### config.mk
export PLATFORM = sky130hd
export DESIGN_NAME = slotted_class_queue_scheduler
export DESIGN_NICKNAME = d
export VERILOG_FILES = /design/src/design/sqs_pkg.sv /design/src/design/slotted_class_queue_scheduler.sv /design/src/design/sqs_ram.sv /design/src/design/sqs_front.sv /design/src/design/sqs_back.sv
export VERILOG_INCLUDE_DIRS = /design/src /design/src/design
export SDC_FILE = /design/constraint.sdc
export NUM_CORES = 2
export LEC_CHECK = 0
export ABC_AREA = 1
export BUFFER_PORTS_ARGS = -buffer_cell sky130_fd_sc_hd__buf_2
export CAP_MARGIN = 20
export CORE_UTILIZATION = 50
export CTS_CLUSTER_SIZE = 8
export DETAILED_ROUTE_END_ITERATION = 10
export PLACE_DENSITY = 0.66
export RECOVER_POWER = 25
export SETUP_SLACK_MARGIN = 0.3
export SYNTH_ARGS = -nofsm -noshare
export SYNTH_HDL_FRONTEND = slang
export SYNTH_HIERARCHICAL = 1
export SYNTH_SLANG_ARGS = --single-unit
### constraint.sdc
create_clock -name clk -period 11.9 [get_ports clk]
set_clock_uncertainty 0.1 [all_clocks]
set_input_delay 1.19 -clock clk [delete_from_list [all_inputs] [get_ports clk]]
set_output_delay 1.19 -clock clk [all_outputs]
set_load 0.05 [all_outputs]
### src/design/slotted_class_queue_scheduler_defines.svh
// Assertion helpers shared by the scheduler modules.
// Each macro expects signals named clk and rst in the calling scope.
`ifndef SLOTTED_CLASS_QUEUE_SCHEDULER_DEFINES_SVH
`define SLOTTED_CLASS_QUEUE_SCHEDULER_DEFINES_SVH

// Same-cycle implication, disabled while reset is high.
`define SQS_ASSERT_IMP(lbl, ante, cons, msg) \
  lbl: assert property (@(posedge clk) disable iff (rst) (ante) |-> (cons)) \
    else $error(msg);

// Next-cycle implication, disabled while reset is high.
`define SQS_ASSERT_NXT(lbl, ante, cons, msg) \
  lbl: assert property (@(posedge clk) disable iff (rst) (ante) |=> (cons)) \
    else $error(msg);

`endif

### src/design/sqs_pkg.sv
`timescale 1ns / 1ps
package sqs_pkg;

  // Kinds of work that the front part hands to the back part.
  localparam logic [1:0] KIND_ARRIVE = 2'd0;
  localparam logic [1:0] KIND_REJECT = 2'd1;
  localparam logic [1:0] KIND_TICK   = 2'd2;

  // Configuration register indexes.
  localparam logic [2:0] REG_CLASS_COUNT = 3'd0;
  localparam logic [2:0] REG_SLOT_TICKS  = 3'd1;
  localparam logic [2:0] REG_SVC0        = 3'd2;
  localparam logic [2:0] REG_SVC1        = 3'd3;
  localparam logic [2:0] REG_SVC2        = 3'd4;
  localparam logic [2:0] REG_SVC3        = 3'd5;

  typedef struct packed {
    logic [1:0]  kind;
    logic [1:0]  cls;
    logic [15:0] tag;
  } item_t;

  // Effective configuration, with zero and out-of-range values already fixed up.
  typedef struct packed {
    logic [3:0]       eff;
    logic [15:0]      slen;
    logic [3:0][15:0] svc;
  } cfg_t;

  typedef struct packed {
    logic        done_valid;
    logic [15:0] done_tag;
    logic [1:0]  done_class;
    logic        preempt_flag;
    logic        dropped_flag;
    logic        busy_res;
    logic [1:0]  slot_class;
    logic [4:0]  slot_queue_length;
  } res_t;

endpackage

### src/design/slotted_class_queue_scheduler.sv
`timescale 1ns / 1ps
`include "slotted_class_queue_scheduler_defines.svh"
// Slotted class queue scheduler: one server, one FIFO per class, time-slotted
// round robin between the classes.
// Input channel: drive mode, arrival_class and packet_tag and raise push; the
// beat is taken at a rising edge where push is high and full is low. A mode of
// 1 is one tick of time, a mode of 0 is an arrival. Two beats can wait in the
// input queue, so the source keeps going while the back end works.
// Result channel: every input beat yields exactly one result beat. While empty
// is low the oldest result sits on the result ports; pop takes it. The result
// queue holds two beats, and when it is full the back end stops taking new
// work, which then backs up into full on the input side.
// Configuration: cfg_write with cfg_index and cfg_data writes one register;
// write only while no beat is in flight.
// Sequencing: an arrival passes through the ARRIVE and FIN states of the back
// end; a tick passes through COMPL, SLOT and FIN, with a load state for each
// FIFO read of the tag store (registered RAM read): CLOAD at service completion
// and, at a slot end, HEAD and then HLOAD for the next slot owner. One beat is
// worked at a time: no new beat is taken until the last one has left FIN.
// Reset (synchronous, rst high) empties both queues and all class FIFOs, idles
// the server, gives the slot to class 0 and restores the default registers.
module slotted_class_queue_scheduler
  import sqs_pkg::*;
#(
  parameter int MAX_CLASSES = 4,
  parameter int QUEUE_DEPTH = 16,
  parameter int TAG_BITS    = 16
) (
  input  logic        clk,
  input  logic        rst,
  input  logic        push,
  output logic        full,
  input  logic        mode,
  input  logic [1:0]  arrival_class,
  input  logic [15:0] packet_tag,
  output logic        empty,
  input  logic        pop,
  output logic        done_valid,
  output logic [15:0] done_tag,
  output logic [1:0]  done_class,
  output logic        preempt_flag,
  output logic        dropped_flag,
  output logic        busy_res,
  output logic [1:0]  slot_class,
  output logic [4:0]  slot_queue_length,
  input  logic        cfg_write,
  input  logic [2:0]  cfg_index,
  input  logic [15:0] cfg_data
);

  logic [2:0]       class_count;
  logic [15:0]      slot_ticks;
  logic [3:0][15:0] service_ticks;
  cfg_t             cfg;
  logic [3:0]       cc4;

  item_t      item;
  logic       item_valid;
  logic       item_take;
  logic       res_valid;
  res_t       res;
  res_t       oq [2];
  res_t       head_res;
  logic       oq_wr;
  logic       oq_rd;
  logic [1:0] oq_count;
  logic       out_take;

  // Register file. Indexes past the last register are ignored.
  always_ff @(posedge clk) begin
    if (rst) begin
      class_count   <= 3'd4;
      slot_ticks    <= 16'd100;
      service_ticks <= {4{16'd10}};
    end else if (cfg_write) begin
      unique case (cfg_index)
        REG_CLASS_COUNT: class_count      <= cfg_data[2:0];
        REG_SLOT_TICKS:  slot_ticks       <= cfg_data;
        REG_SVC0:        service_ticks[0] <= cfg_data;
        REG_SVC1:        service_ticks[1] <= cfg_data;
        REG_SVC2:        service_ticks[2] <= cfg_data;
        REG_SVC3:        service_ticks[3] <= cfg_data;
        default: ;
      endcase
    end
  end

  // A class count of zero acts as one and is capped at the number of FIFOs;
  // zero durations act as one tick.
  assign cc4 = 4'(class_count);
  always_comb begin
    if (cc4 == 4'd0) begin
      cfg.eff = 4'd1;
    end else if (cc4 > 4'(MAX_CLASSES)) begin
      cfg.eff = 4'(MAX_CLASSES);
    end else begin
      cfg.eff = cc4;
    end
    cfg.slen = (slot_ticks == 16'd0) ? 16'd1 : slot_ticks;
    for (int i = 0; i < 4; i++) begin
      cfg.svc[i] = (service_ticks[i] == 16'd0) ? 16'd1 : service_ticks[i];
    end
  end

  sqs_front u_front (
    .clk          (clk),
    .rst          (rst),
    .push         (push),
    .full         (full),
    .mode         (mode),
    .arrival_class(arrival_class),
    .packet_tag   (packet_tag),
    .eff_classes  (cfg.eff),
    .item_valid   (item_valid),
    .item         (item),
    .item_take    (item_take)
  );

  sqs_back #(
    .MAX_CLASSES(MAX_CLASSES),
    .QUEUE_DEPTH(QUEUE_DEPTH),
    .TAG_BITS   (TAG_BITS)
  ) u_back (
    .clk       (clk),
    .rst       (rst),
    .cfg       (cfg),
    .item_valid(item_valid),
    .item      (item),
    .item_take (item_take),
    .out_space (oq_count != 2'd2),
    .res_valid (res_valid),
    .res       (res)
  );

  // Two-beat result queue. The back end only starts a beat when a slot is
  // free, so a finished result never has to wait.
  assign empty    = (oq_count == 2'd0);
  assign out_take = pop && !empty;
  assign head_res = oq[oq_rd];

  always_ff @(posedge clk) begin
    if (rst) begin
      oq_wr    <= 1'b0;
      oq_rd    <= 1'b0;
      oq_count <= 2'd0;
    end else begin
      if (res_valid) begin
        oq_wr <= ~oq_wr;
      end
      if (out_take) begin
        oq_rd <= ~oq_rd;
      end
      oq_count <= oq_count + 2'(res_valid) - 2'(out_take);
    end
  end

  always_ff @(posedge clk) begin
    if (res_valid) begin
      oq[oq_wr] <= res;
    end
  end

  assign done_valid        = head_res.done_valid;
  assign done_tag          = head_res.done_tag;
  assign done_class        = head_res.done_class;
  assign preempt_flag      = head_res.preempt_flag;
  assign dropped_flag      = head_res.dropped_flag;
  assign busy_res          = head_res.busy_res;
  assign slot_class        = head_res.slot_class;
  assign slot_queue_length = head_res.slot_queue_length;

  `SQS_ASSERT_IMP(a_oq_bound, 1'b1, oq_count <= 2'd2, "top: result queue overflow")
  `SQS_ASSERT_IMP(a_oq_room, res_valid, oq_count != 2'd2, "top: result with no room")

endmodule

### src/design/sqs_ram.sv
`timescale 1ns / 1ps
module sqs_ram #(
  parameter int WIDTH = 16,
  parameter int DEPTH = 64
) (
  input  logic                     clk,
  input  logic                     we,
  input  logic [$clog2(DEPTH)-1:0] waddr,
  input  logic [WIDTH-1:0]         wdata,
  input  logic [$clog2(DEPTH)-1:0] raddr,
  output logic [WIDTH-1:0]         rdata
);

  logic [WIDTH-1:0] mem [DEPTH];

  always_ff @(posedge clk) begin
    if (we) begin
      mem[waddr] <= wdata;
    end
    rdata <= mem[raddr];
  end

endmodule

### src/design/sqs_front.sv
`timescale 1ns / 1ps
`include "slotted_class_queue_scheduler_defines.svh"
module sqs_front
  import sqs_pkg::*;
(
  input  logic        clk,
  input  logic        rst,
  input  logic        push,
  output logic        full,
  input  logic        mode,
  input  logic [1:0]  arrival_class,
  input  logic [15:0] packet_tag,
  input  logic [3:0]  eff_classes,
  output logic        item_valid,
  output item_t       item,
  input  logic        item_take
);

  item_t      fq [2];
  item_t      cls_item;
  logic       wr;
  logic       rd;
  logic [1:0] count;
  logic       accept;

  // An arrival of a class outside the rotation is marked here so the back
  // part only has to count it as dropped.
  always_comb begin
    cls_item.cls = arrival_class;
    cls_item.tag = packet_tag;
    if (mode) begin
      cls_item.kind = KIND_TICK;
    end else if (4'(arrival_class) >= eff_classes) begin
      cls_item.kind = KIND_REJECT;
    end else begin
      cls_item.kind = KIND_ARRIVE;
    end
  end

  assign full       = (count == 2'd2);
  assign accept     = push && !full;
  assign item_valid = (count != 2'd0);
  assign item       = fq[rd];

  always_ff @(posedge clk) begin
    if (rst) begin
      wr    <= 1'b0;
      rd    <= 1'b0;
      count <= 2'd0;
    end else begin
      if (accept) begin
        wr <= ~wr;
      end
      if (item_take) begin
        rd <= ~rd;
      end
      count <= count + 2'(accept) - 2'(item_take);
    end
  end

  always_ff @(posedge clk) begin
    if (accept) begin
      fq[wr] <= cls_item;
    end
  end

  `SQS_ASSERT_IMP(a_take_nonempty, item_take, item_valid, "front: take from empty queue")
  `SQS_ASSERT_NXT(a_accept_shows, accept, item_valid, "front: accepted beat not queued")
  `SQS_ASSERT_IMP(a_count_bound, 1'b1, count <= 2'd2, "front: count overflow")

endmodule

### src/design/sqs_back.sv
`timescale 1ns / 1ps
`include "slotted_class_queue_scheduler_defines.svh"
module sqs_back
  import sqs_pkg::*;
#(
  parameter int MAX_CLASSES = 4,
  parameter int QUEUE_DEPTH = 16,
  parameter int TAG_BITS    = 16
) (
  input  logic  clk,
  input  logic  rst,
  input  cfg_t  cfg,
  input  logic  item_valid,
  input  item_t item,
  output logic  item_take,
  input  logic  out_space,
  output logic  res_valid,
  output res_t  res
);

  localparam int CB = $clog2(MAX_CLASSES);
  localparam int PB = $clog2(QUEUE_DEPTH);
  localparam int FW = $clog2(QUEUE_DEPTH + 1);
  localparam int AW = CB + PB;

  localparam logic [2:0] ST_IDLE   = 3'd0;
  localparam logic [2:0] ST_ARRIVE = 3'd1;
  localparam logic [2:0] ST_COMPL  = 3'd2;
  localparam logic [2:0] ST_CLOAD  = 3'd3;
  localparam logic [2:0] ST_SLOT   = 3'd4;
  localparam logic [2:0] ST_HEAD   = 3'd5;
  localparam logic [2:0] ST_HLOAD  = 3'd6;
  localparam logic [2:0] ST_FIN    = 3'd7;

  logic [2:0]          state;
  logic [PB-1:0]       head [MAX_CLASSES];
  logic [PB-1:0]       tail [MAX_CLASSES];
  logic [FW-1:0]       fill [MAX_CLASSES];
  logic                busy;
  logic [TAG_BITS-1:0] served_tag;
  logic [CB-1:0]       served_class;
  logic [15:0]         service_left;
  logic [15:0]         slot_elapsed;
  logic [CB-1:0]       active_class;
  item_t               cur;
  logic                done_v;
  logic [TAG_BITS-1:0] done_tag_r;
  logic [CB-1:0]       done_cls;
  logic                preempt;
  logic                dropped;
  logic                slot_end;

  logic [CB-1:0]       qsel;
  logic [PB-1:0]       q_head;
  logic [PB-1:0]       q_tail;
  logic [FW-1:0]       q_fill;
  logic                q_full;
  logic                q_empty;
  logic                ram_we;
  logic [TAG_BITS-1:0] ram_wdata;
  logic [TAG_BITS-1:0] ram_rdata;
  logic [31:0]         in_tag32;
  logic [31:0]         out_tag32;
  logic [TAG_BITS-1:0] arr_tag;
  logic [CB-1:0]       arr_cls;
  logic [15:0]         left_dec;
  logic [15:0]         elapsed_inc;
  logic [3:0]          act_inc;
  logic [CB-1:0]       next_active;

  function automatic logic [PB-1:0] ptr_inc(input logic [PB-1:0] p);
    return (p == PB'(QUEUE_DEPTH - 1)) ? '0 : p + PB'(1);
  endfunction

  // Every state touches at most one class FIFO, picked here.
  always_comb begin
    unique case (state)
      ST_ARRIVE:                   qsel = arr_cls;
      ST_COMPL, ST_CLOAD, ST_SLOT: qsel = served_class;
      default:                     qsel = active_class;
    endcase
  end

  assign q_head  = head[qsel];
  assign q_tail  = tail[qsel];
  assign q_fill  = fill[qsel];
  assign q_full  = (q_fill == FW'(QUEUE_DEPTH));
  assign q_empty = (q_fill == '0);

  assign in_tag32 = 32'(cur.tag);
  assign arr_tag  = in_tag32[TAG_BITS-1:0];
  assign arr_cls  = CB'(cur.cls);

  assign left_dec    = (service_left != 16'd0) ? service_left - 16'd1 : 16'd0;
  assign elapsed_inc = slot_elapsed + 16'd1;
  assign act_inc     = 4'(active_class) + 4'd1;
  assign next_active = (act_inc >= cfg.eff) ? '0 : CB'(act_inc);

  always_comb begin
    ram_we    = 1'b0;
    ram_wdata = arr_tag;
    if (state == ST_ARRIVE && cur.kind == KIND_ARRIVE && !q_full &&
        !(!busy && arr_cls == active_class)) begin
      ram_we = 1'b1;
    end else if (state == ST_SLOT && slot_end && busy && !q_full) begin
      ram_we    = 1'b1;
      ram_wdata = served_tag;
    end
  end

  sqs_ram #(
    .WIDTH(TAG_BITS),
    .DEPTH(2 ** AW)
  ) u_store (
    .clk  (clk),
    .we   (ram_we),
    .waddr({qsel, q_tail}),
    .wdata(ram_wdata),
    .raddr({qsel, q_head}),
    .rdata(ram_rdata)
  );

  assign item_take = (state == ST_IDLE) && item_valid && out_space;
  assign res_valid = (state == ST_FIN);

  always_comb begin
    out_tag32             = 32'(done_tag_r);
    res.done_valid        = done_v;
    res.done_tag          = out_tag32[15:0];
    res.done_class        = 2'(done_cls);
    res.preempt_flag      = preempt;
    res.dropped_flag      = dropped;
    res.busy_res          = busy;
    res.slot_class        = 2'(active_class);
    res.slot_queue_length = 5'(q_fill);
  end

  always_ff @(posedge clk) begin
    if (rst) begin
      state        <= ST_IDLE;
      busy         <= 1'b0;
      served_tag   <= '0;
      served_class <= '0;
      service_left <= '0;
      slot_elapsed <= '0;
      active_class <= '0;
      done_v       <= 1'b0;
      done_tag_r   <= '0;
      done_cls     <= '0;
      preempt      <= 1'b0;
      dropped      <= 1'b0;
      slot_end     <= 1'b0;
      for (int i = 0; i < MAX_CLASSES; i++) begin
        head[i] <= '0;
        tail[i] <= '0;
        fill[i] <= '0;
      end
    end else begin
      unique case (state)
        ST_IDLE: begin
          if (item_take) begin
            cur        <= item;
            done_v     <= 1'b0;
            done_tag_r <= '0;
            done_cls   <= '0;
            preempt    <= 1'b0;
            dropped    <= 1'b0;
            slot_end   <= 1'b0;
            state      <= (item.kind == KIND_TICK) ? ST_COMPL : ST_ARRIVE;
          end
        end
        ST_ARRIVE: begin
          if (cur.kind == KIND_REJECT) begin
            dropped <= 1'b1;
          end else if (!busy && arr_cls == active_class) begin
            busy         <= 1'b1;
            served_tag   <= arr_tag;
            served_class <= arr_cls;
            service_left <= cfg.svc[2'(arr_cls)];
          end else if (q_full) begin
            dropped <= 1'b1;
          end else begin
            tail[qsel] <= ptr_inc(q_tail);
            fill[qsel] <= q_fill + FW'(1);
          end
          state <= ST_FIN;
        end
        ST_COMPL: begin
          state <= ST_SLOT;
          if (busy) begin
            service_left <= left_dec;
            if (left_dec == 16'd0) begin
              done_v     <= 1'b1;
              done_tag_r <= served_tag;
              done_cls   <= served_class;
              busy       <= 1'b0;
              if (!q_empty) begin
                head[qsel] <= ptr_inc(q_head);
                fill[qsel] <= q_fill - FW'(1);
                state      <= ST_CLOAD;
              end
            end
          end
          if (elapsed_inc >= cfg.slen) begin
            slot_end     <= 1'b1;
            slot_elapsed <= '0;
          end else begin
            slot_elapsed <= elapsed_inc;
          end
        end
        ST_CLOAD: begin
          busy         <= 1'b1;
          served_tag   <= ram_rdata;
          service_left <= cfg.svc[2'(served_class)];
          state        <= ST_SLOT;
        end
        ST_SLOT: begin
          if (slot_end) begin
            if (busy) begin
              preempt <= 1'b1;
              busy    <= 1'b0;
              if (q_full) begin
                dropped <= 1'b1;
              end else begin
                tail[qsel] <= ptr_inc(q_tail);
                fill[qsel] <= q_fill + FW'(1);
              end
            end
            active_class <= next_active;
            state        <= ST_HEAD;
          end else begin
            state <= ST_FIN;
          end
        end
        ST_HEAD: begin
          if (!q_empty) begin
            head[qsel] <= ptr_inc(q_head);
            fill[qsel] <= q_fill - FW'(1);
            state      <= ST_HLOAD;
          end else begin
            state <= ST_FIN;
          end
        end
        ST_HLOAD: begin
          busy         <= 1'b1;
          served_class <= active_class;
          served_tag   <= ram_rdata;
          service_left <= cfg.svc[2'(active_class)];
          state        <= ST_FIN;
        end
        ST_FIN: begin
          state <= ST_IDLE;
        end
        default: begin
          state <= ST_IDLE;
        end
      endcase
    end
  end

  `SQS_ASSERT_NXT(a_fin_idle, state == ST_FIN, state == ST_IDLE, "back: result not retired")
  `SQS_ASSERT_IMP(a_cload_src, state == ST_CLOAD, $past(state) == ST_COMPL,
                  "back: completion load out of order")
  `SQS_ASSERT_IMP(a_fill_bound, 1'b1, q_fill <= FW'(QUEUE_DEPTH), "back: FIFO overfilled")

endmodule
== Word level (Yosys, flattened, before mapping) ==
Memory sizes are Yosys's and may differ from the RTL's. A register that Yosys moved wholly into a read port is not among the register bits.
Cells that the tools add are included.
Storage, ports and cells
  bits in registers: 189
  bits in writable memories: 1174
  input bits: 43
  output and inout port bits: 31
  logic and storage cells: 268
  memories kept: 6
Cells by class
  add/sub/neg operators: 11
  order comparisons: 7
  equality and inequality tests: 29
  mux-type cells: 118
  bitwise gates (word level): 10
  reductions and logical operators: 59
Memories
  u_back.u_store.mem: words 64, bits a word 16, rd ports 1, clocked after memory_dff 1, write ports 1, RTL line sqs_ram.sv:14  | logic [WIDTH-1:0] mem [DEPTH];
  oq: words 2, bits a word 29, rd ports 1, clocked after memory_dff 1, write ports 1, RTL line slotted_class_queue_scheduler.sv:62  | res_t oq [2];
  u_front.fq: words 2, bits a word 20, rd ports 1, clocked after memory_dff 1, write ports 1, RTL line sqs_front.sv:19  | item_t fq [2];
  u_back.fill: words 4, bits a word 5, rd ports 1, clocked after memory_dff 0, write ports 4, RTL line sqs_back.sv:38  | logic [FW-1:0] fill [MAX_CLASSES];
  u_back.head: words 4, bits a word 4, rd ports 1, clocked after memory_dff 0, write ports 4, RTL line sqs_back.sv:36  | logic [PB-1:0] head [MAX_CLASSES];
  u_back.tail: words 4, bits a word 4, rd ports 1, clocked after memory_dff 0, write ports 4, RTL line sqs_back.sv:37  | logic [PB-1:0] tail [MAX_CLASSES];
Operators by type and width (number)
  16-bit 2-to-1 mux: 20
  16-bit binary-select mux with 2-bit select: 3
  16-bit logical NOT: 6
  16-bit one-hot mux with 2 select lines: 2
  16-bit one-hot mux with 4 select lines: 1
  1-bit 2-to-1 mux: 55
  2-bit 2-to-1 mux: 12
  4-bit 2-to-1 mux: 6
  3-bit one-hot mux with 7 select lines: 1
  5-bit 2-to-1 mux: 4
  3-bit == test, second input constant: 6
  3-bit 2-to-1 mux: 6
  16-bit by 1-bit adder with 16-bit output, second input constant: 1
  16-bit >= comparator: 1
  4-bit AND reduction: 4
  16-bit nonzero test: 1
  16-bit by 1-bit subtractor with 16-bit output, second input constant: 1
  2-bit AND reduction: 7
  3-bit by 2-bit == test with 1-bit output, second input constant: 4
  2-bit one-hot mux with 2 select lines: 3
  3-bit AND reduction: 4
  1-bit logical AND: 11
  2-bit by 1-bit inequality test with 1-bit output, second input constant: 5
  2-bit nonzero test: 5
  other kinds (35): 65

== Longest topological paths before layout ==
An unclocked memory read counts as a cell.
  word-level depth: 16
  depth in mapped cells: 24
  gate-level depth less buffers: 22

== Modules after synthesis ==
The synthesis kept the hierarchy.
By module, submodules not included
  sqs_ram: instances 1, cells an instance 3518, area each 42095.4 µm², sequential area each 31069.8 µm²
  sqs_back: instances 1, cells an instance 1420, area each 10024.6 µm², sequential area each 3723.6 µm²
  slotted_class_queue_scheduler: instances 1, cells an instance 763, area each 6200.9 µm², sequential area each 3503.4 µm²
  sqs_front: instances 1, cells an instance 107, area each 1821.7 µm², sequential area each 1301.2 µm²

== Worst setup path after synthesis ==
Ideal clock, no wire load.
  path type: register -> register
  from: reg u_back.state[0]
  to: mem u_back.u_store.mem[32][0] (enable)
  setup time: 0.430 ns
  data arrival time: 4.577 ns
  required time: 11.370 ns
  setup slack: 6.793 ns
  cell stages (with the launch flop): 24
  buffers on the path: 5
  clock period less this slack: 5.107 ns
  cell sequence: dfxtp_1 buf_6 nor2_2 nand2_2 nand3_2 nand2_1 nand2_1 nand2_1 buf_2 nor2_1 o21ai_0 nand2_1 inv_1 ha_1 inv_1 nor2_4 nand3_2 buf_2 buf_2 nand3_1 nand2_1 clkbuf_1 nand3_1 nor4_1
RTL lines
  start: declaration: RTL line sqs_back.sv:35  | logic [2:0] state;
  start signal: assignment: RTL line sqs_back.sv:169  | state <= (item.kind == KIND_TICK) ? ST_COMPL : ST_ARRIVE;
  end: declaration: RTL line sqs_ram.sv:14

== Worst setup path after layout ==
  from: reg u_back.state[0]
  to: reg u_back.u_store.rdata[6] (read register of u_back.u_store.mem)
On the way
  word-level cells in the longest chain between the ends: 4
  elaborated cells on any way between the ends: 7
  those cells by class: eq/ne: 4; mux: 1; reduce/logical: 1; memory: 1
Ends and longest elaborated chain
  3-bit by 2-bit == test with 1-bit output / 3-bit == test (equally long branches): RTL line sqs_back.sv:77  | unique case (state)
  3-bit OR reduction: RTL line sqs_back.sv:77
  2-bit one-hot mux with 2 select lines *: RTL line sqs_back.sv:77
  memory 4 x 4 bit *
  named net u_back.q_head[0]: RTL line sqs_back.sv:54  | logic [PB-1:0] q_head;
  end: declaration: RTL line sqs_ram.sv:11  | output logic [WIDTH-1:0] rdata
Mark *: on every way through the listed nets, which the timed path passes. The rest lies on a longest branch.
A chain may end at the register's enable or synchronous reset.

==> summary.md <==
The maximum fanout along the worst path came out at 205. After clock tree synthesis, the repair step resized 0 gates. After detailed routing, no signal wire sits above met5.

Counting stages on the worst path, the most repeated cell is sky130_fd_sc_hd__nand2_1. After detailed routing, the average wire length per cell comes to 21.7 µm. At the end of the flow, the number of nets in the layout was 5865. The die is 349 µm wide. The count of H-tree levels built during CTS is 4, and the final hold violation count is 0.

Data on the critical path is required at its endpoint by 12.51 ns. The buffer depth of the longest clock path is 3, and the number of pins with negative max-slew slack in the final report is 372. The kind of critical path was reg -> reg.

The logs give 9.09 ns for the endpoint arrival time on the critical path and 379 µV for the peak supply drop. Of all flip-flops after synthesis, the portion carrying an async set or reset was 0%. Buffers inserted to repair hold after CTS numbered 0. The die covers 122000 µm². Yosys printed 6 warnings. Timing would allow up to 118 MHz. For this design the static power due to leakage is 0.0247 µW. From bottom edge to top edge, the die measures 349 µm. Kind of launch point of the worst setup path: a flop.

Counting flops and latches in the post-synthesis netlist gives 1381. The logs give 67000 µm for the routed metal-1 wire length and 56.0% for the utilization of the core after routing. At the end of routability-driven placement, the weighted congestion stood at 0.871.

The sequential fraction of the synthesis area is 65.8%. Dominant synthesized flop cell: sky130_fd_sc_hd__edfxtp_1. The cell area that synthesis handed to floorplanning was 60100 µm². Critical path buffer and inverter count: 4. The run gives 91400 µm as the post-detailed-placement half-perimeter wirelength.

The final setup violation count is 0, and the routed via count divided by cell count is 5.74. The later pin in the worst-skew pair is clocked with a latency of 0.78 ns. The setup TNS after final layout is 0 ns. The number of antenna diodes in the final layout is 0. In this run, distinct cell masters in the synthesized netlist total 54. The count of pins on the block boundary is 74. The average instance in the mapped netlist occupies 10.4 µm².

The final cycle utilization of the critical path came out at 71.3%. The number of nets still failing antenna checks after routing came out at 0. Once the clock tree was built, the setup fixing pass inserted 0 buffers. For the initial antenna violation count, the log shows 5.

The tools report the buffer type at the clock tree root as sky130_fd_sc_hd__clkbuf_16. The area of the core was 119000 µm². The signal on the critical path passes through nor2_1 -> nand2_1 -> nand4_1 -> nand3_2 -> buf_4 -> inv_1 -> nand2_1 -> o22ai_1 -> nor2_4 -> buf_12 -> buf_4 -> nand2_1 -> nand3_1 -> nand3_1 -> nand2_1 -> nand2_1 -> nand3_1 -> nand3_1 -> nand2_1. Across all layers, the routed design uses 42900 vias. The worst min-delay path class was reg -> reg. The cell family contributing the most delay on the critical path is simple AND/OR/NAND/NOR gates. For this run, the detailed router's first-pass iteration total came to 6. TritonCTS built the clock tree. Reported max-cap violation count: 8. Setup repair after global routing left no endpoint under its margin.

For this configuration, the core starts out at a cell density of 50.7%. Cell with the largest stage delay on the worst path: sky130_fd_sc_hd__buf_4. The run gives 162000 µm as the overall routed net length.

The actual transition at the worst max-transition pin was 3.68 ns. The tools report the maximum number of pins on one net before global-route repair as 215. The first global-routing pass estimated 244000 µm of wire.

The flow ran to the end, but the final reports show violations. Largest stage delay on the critical path: 0.97 ns. In this run the most critical hold path is launched from u_back/done_tag_r[13]. In this run, CTS created clock tree buffers numbering 191.

Setup slack on the worst reg-to-reg path comes out at 3.42 ns. The final reports fail on capacitance limit, slew limit. Global routing finished with a remaining overflow of 0.

The power per standard cell area was 281 nW/µm²; the clock sink total was 1381. In this run the tool buffered the top-level ports with 73 buffer cells. The source of the worst register-to-register timing path was u_back/state[0]. The detailed route wirelength on metal3 was 14000 µm; the count of mapped cells out of synthesis was 5808. Global routing used 26.3% of the available tracks.

The clock transition at the registers of the reported paths works out to 0.06 ns. Launch point of the critical path: u_back/state[0]. The worst path in the final design needs a cycle of 8.48 ns, including I/O delays and setup. For the post-detailed-route DRC marker count, the log shows 0. Number of violations reported at the end of detailed-routing iteration 0: 5127.

Compared with the post-synthesis result, the final layout area differs by 10.5%. The fraction of layout instances using a drive strength above 1 was 7.55%. Yosys mapped a number of flops with a built-in enable equal to 1194. Critical path capture point type: a flop. Detailed routing placed a total of 76400 µm of wire on met2. Headroom to the max-slew limit came out at -145%. The number of global-route vias before repair was 39900; the site row count was 126.
## kinds of logic (layout without fill, tap and decap cells)
family,count (synthesis),after routing,synth area share [%]
AO/OA/AOI/OAI,364,364,3.42
XOR/XNOR,22,22,0.320
adder cells (fa/ha/maj),33,33,0.687
buffers and inverters,638,697,5.15
flip-flops,1381,1381,65.8
multiplexers,49,49,1.04
other,1,2,0.00624
AND/OR/NAND/NOR,3320,3320,23.5
## worst reg2reg max path, stage by stage, from the launching register on
cell	delay, ns
sky130_fd_sc_hd__dfxtp_1	0.55
sky130_fd_sc_hd__nor2_1	0.17
sky130_fd_sc_hd__nand2_1	0.93
sky130_fd_sc_hd__nand4_1	0.53
sky130_fd_sc_hd__nand3_2	0.20
sky130_fd_sc_hd__buf_4	0.71
sky130_fd_sc_hd__inv_1	0.50
sky130_fd_sc_hd__nand2_1	0.44
sky130_fd_sc_hd__o22ai_1	0.19
sky130_fd_sc_hd__nor2_4	0.79
sky130_fd_sc_hd__buf_12	0.62
sky130_fd_sc_hd__buf_4	1.38
sky130_fd_sc_hd__nand2_1	0.11
sky130_fd_sc_hd__nand3_1	0.13
sky130_fd_sc_hd__nand3_1	0.10
sky130_fd_sc_hd__nand2_1	0.19
sky130_fd_sc_hd__nand2_1	0.08
sky130_fd_sc_hd__nand3_1	0.22
sky130_fd_sc_hd__nand3_1	0.31
sky130_fd_sc_hd__nand2_1	0.17
## state kept, by name, summed over array words and instances, names as in the netlist, 16 cells and up, named ones only
signal                flops
u_back/u_store/mem     1024
service_ticks            64
oq                       58
u_front/fq               40
u_back/fill              20
slot_ticks               16
u_back/arr_tag           16
u_back/done_tag_r        16
u_back/head              16
u_back/served_tag        16
u_back/service_left      16
u_back/slot_elapsed      16
u_back/tail              16
u_back/u_store/rdata     16
## layout make-up
| cell class | count | area, µm² |
|---|---|---|
| well taps | 1600 | 2000 |
| inverters | 225 | 871 |
| clock buffers | 260 | 5090 |
| fillers | 10000 | 52300 |
| flip-flops and latches | 1381 | 39600 |
| clock inverters | 12 | 181 |
| multi-input cells | 3790 | 17400 |
| repair buffers | 200 | 1300 |
## cells in the mapped netlist, types with 3 or more instances
cell type | n | area, µm²
sky130_fd_sc_hd__nand2_1 | 1742 | 6540
sky130_fd_sc_hd__edfxtp_1 | 1194 | 35900
sky130_fd_sc_hd__nand3_1 | 1042 | 5220
sky130_fd_sc_hd__nor2_1 | 430 | 1610
sky130_fd_sc_hd__inv_1 | 211 | 792
sky130_fd_sc_hd__dfxtp_1 | 187 | 3740
sky130_fd_sc_hd__clkbuf_1 | 159 | 597
sky130_fd_sc_hd__o21ai_0 | 146 | 731
sky130_fd_sc_hd__buf_2 | 145 | 726
sky130_fd_sc_hd__a21oi_1 | 115 | 576
sky130_fd_sc_hd__buf_6 | 55 | 619
sky130_fd_sc_hd__nand4_1 | 40 | 250
sky130_fd_sc_hd__ha_1 | 33 | 413
sky130_fd_sc_hd__mux2_2 | 29 | 327
sky130_fd_sc_hd__a31oi_1 | 27 | 169
sky130_fd_sc_hd__buf_1 | 27 | 101
sky130_fd_sc_hd__buf_4 | 27 | 203
sky130_fd_sc_hd__o211ai_1 | 21 | 158
sky130_fd_sc_hd__mux2_4 | 20 | 300
sky130_fd_sc_hd__a22oi_1 | 15 | 113
sky130_fd_sc_hd__a211oi_1 | 14 | 105
sky130_fd_sc_hd__nor3_1 | 14 | 70.1
sky130_fd_sc_hd__xor2_1 | 14 | 123
sky130_fd_sc_hd__inv_2 | 12 | 45.0
sky130_fd_sc_hd__nor4_1 | 10 | 62.6
sky130_fd_sc_hd__nand2_2 | 9 | 56.3
sky130_fd_sc_hd__nand3_2 | 9 | 90.1
sky130_fd_sc_hd__xnor2_1 | 8 | 70.1
sky130_fd_sc_hd__nor2_4 | 6 | 67.6
sky130_fd_sc_hd__o22ai_1 | 6 | 37.5
sky130_fd_sc_hd__o21bai_1 | 5 | 37.5
sky130_fd_sc_hd__nor2_2 | 4 | 25.0
sky130_fd_sc_hd__o21ai_1 | 4 | 20.0
sky130_fd_sc_hd__o21a_1 | 3 | 22.5
sky130_fd_sc_hd__or2_2 | 3 | 18.8
## report_power, final
group,leakage (µW),total (µW),internal (µW),switching [µW]
registers,0.0124,5850,5670,180
clock network,0.00254,4880,2930,1950
logic,0.00982,7940,2050,5890
## layout by cell type (no fill, tap or decap), types with 4 or more instances in the layout
cell type	n
sky130_fd_sc_hd__inv_2	8
sky130_fd_sc_hd__clkinv_8	5
sky130_fd_sc_hd__buf_4	108
sky130_fd_sc_hd__mux2_1	20
sky130_fd_sc_hd__nand4_1	41
sky130_fd_sc_hd__xnor2_1	8
sky130_fd_sc_hd__nor2_4	5
sky130_fd_sc_hd__dfxtp_1	187
sky130_fd_sc_hd__nor2_1	427
sky130_fd_sc_hd__nor3_1	12
sky130_fd_sc_hd__inv_1	212
sky130_fd_sc_hd__nand3_1	1050
sky130_fd_sc_hd__nor2_2	8
sky130_fd_sc_hd__o21ai_0	148
sky130_fd_sc_hd__edfxtp_1	1194
sky130_fd_sc_hd__o22ai_1	6
sky130_fd_sc_hd__nor4_2	9
sky130_fd_sc_hd__xor2_1	14
sky130_fd_sc_hd__mux2_2	28
sky130_fd_sc_hd__nand2_2	20
sky130_fd_sc_hd__a211oi_1	14
sky130_fd_sc_hd__nand2_1	1731
sky130_fd_sc_hd__a22oi_1	15
sky130_fd_sc_hd__buf_2	28
sky130_fd_sc_hd__a31oi_1	27
sky130_fd_sc_hd__buf_12	4
sky130_fd_sc_hd__clkbuf_16	193
sky130_fd_sc_hd__o21bai_1	5
sky130_fd_sc_hd__clkbuf_1	124
sky130_fd_sc_hd__ha_1	33
sky130_fd_sc_hd__a21oi_1	115
sky130_fd_sc_hd__o211ai_1	22
## stage by stage
step	power, µW	worst slack, ns	hold WS [ns]	cell area [µm²]	std cells
3_5_place_dp	13800	4.71	0.345	61400	7194
4_1_cts	18700	4.68	0.356	66700	7466
5_1_grt	19600	2.99	0.360	66400	7468
2_1_floorplan	11600	6.79	0.326	60100	5809
3_3_place_gp	13700	4.78	0.334	61400	7193
6_report	18700	3.42	0.358	66400	7468
## layer usage
layer,vias up,global-route usage (%)
met2,1983,42.2
met4,10,8.88
met5,-,0
met1,20700,36.4
li1,19900,-
met3,292,4.47
## final timing paths
path	end	depth (start not counted)
worst max-delay path	u_back/u_store/rdata[6]	19
worst min-delay path	oq[0][25]	0
worst max register to register	u_back/u_store/rdata[6]	19
worst min register to register	oq[0][25]	0
Power figures use the tool's default switching activity.
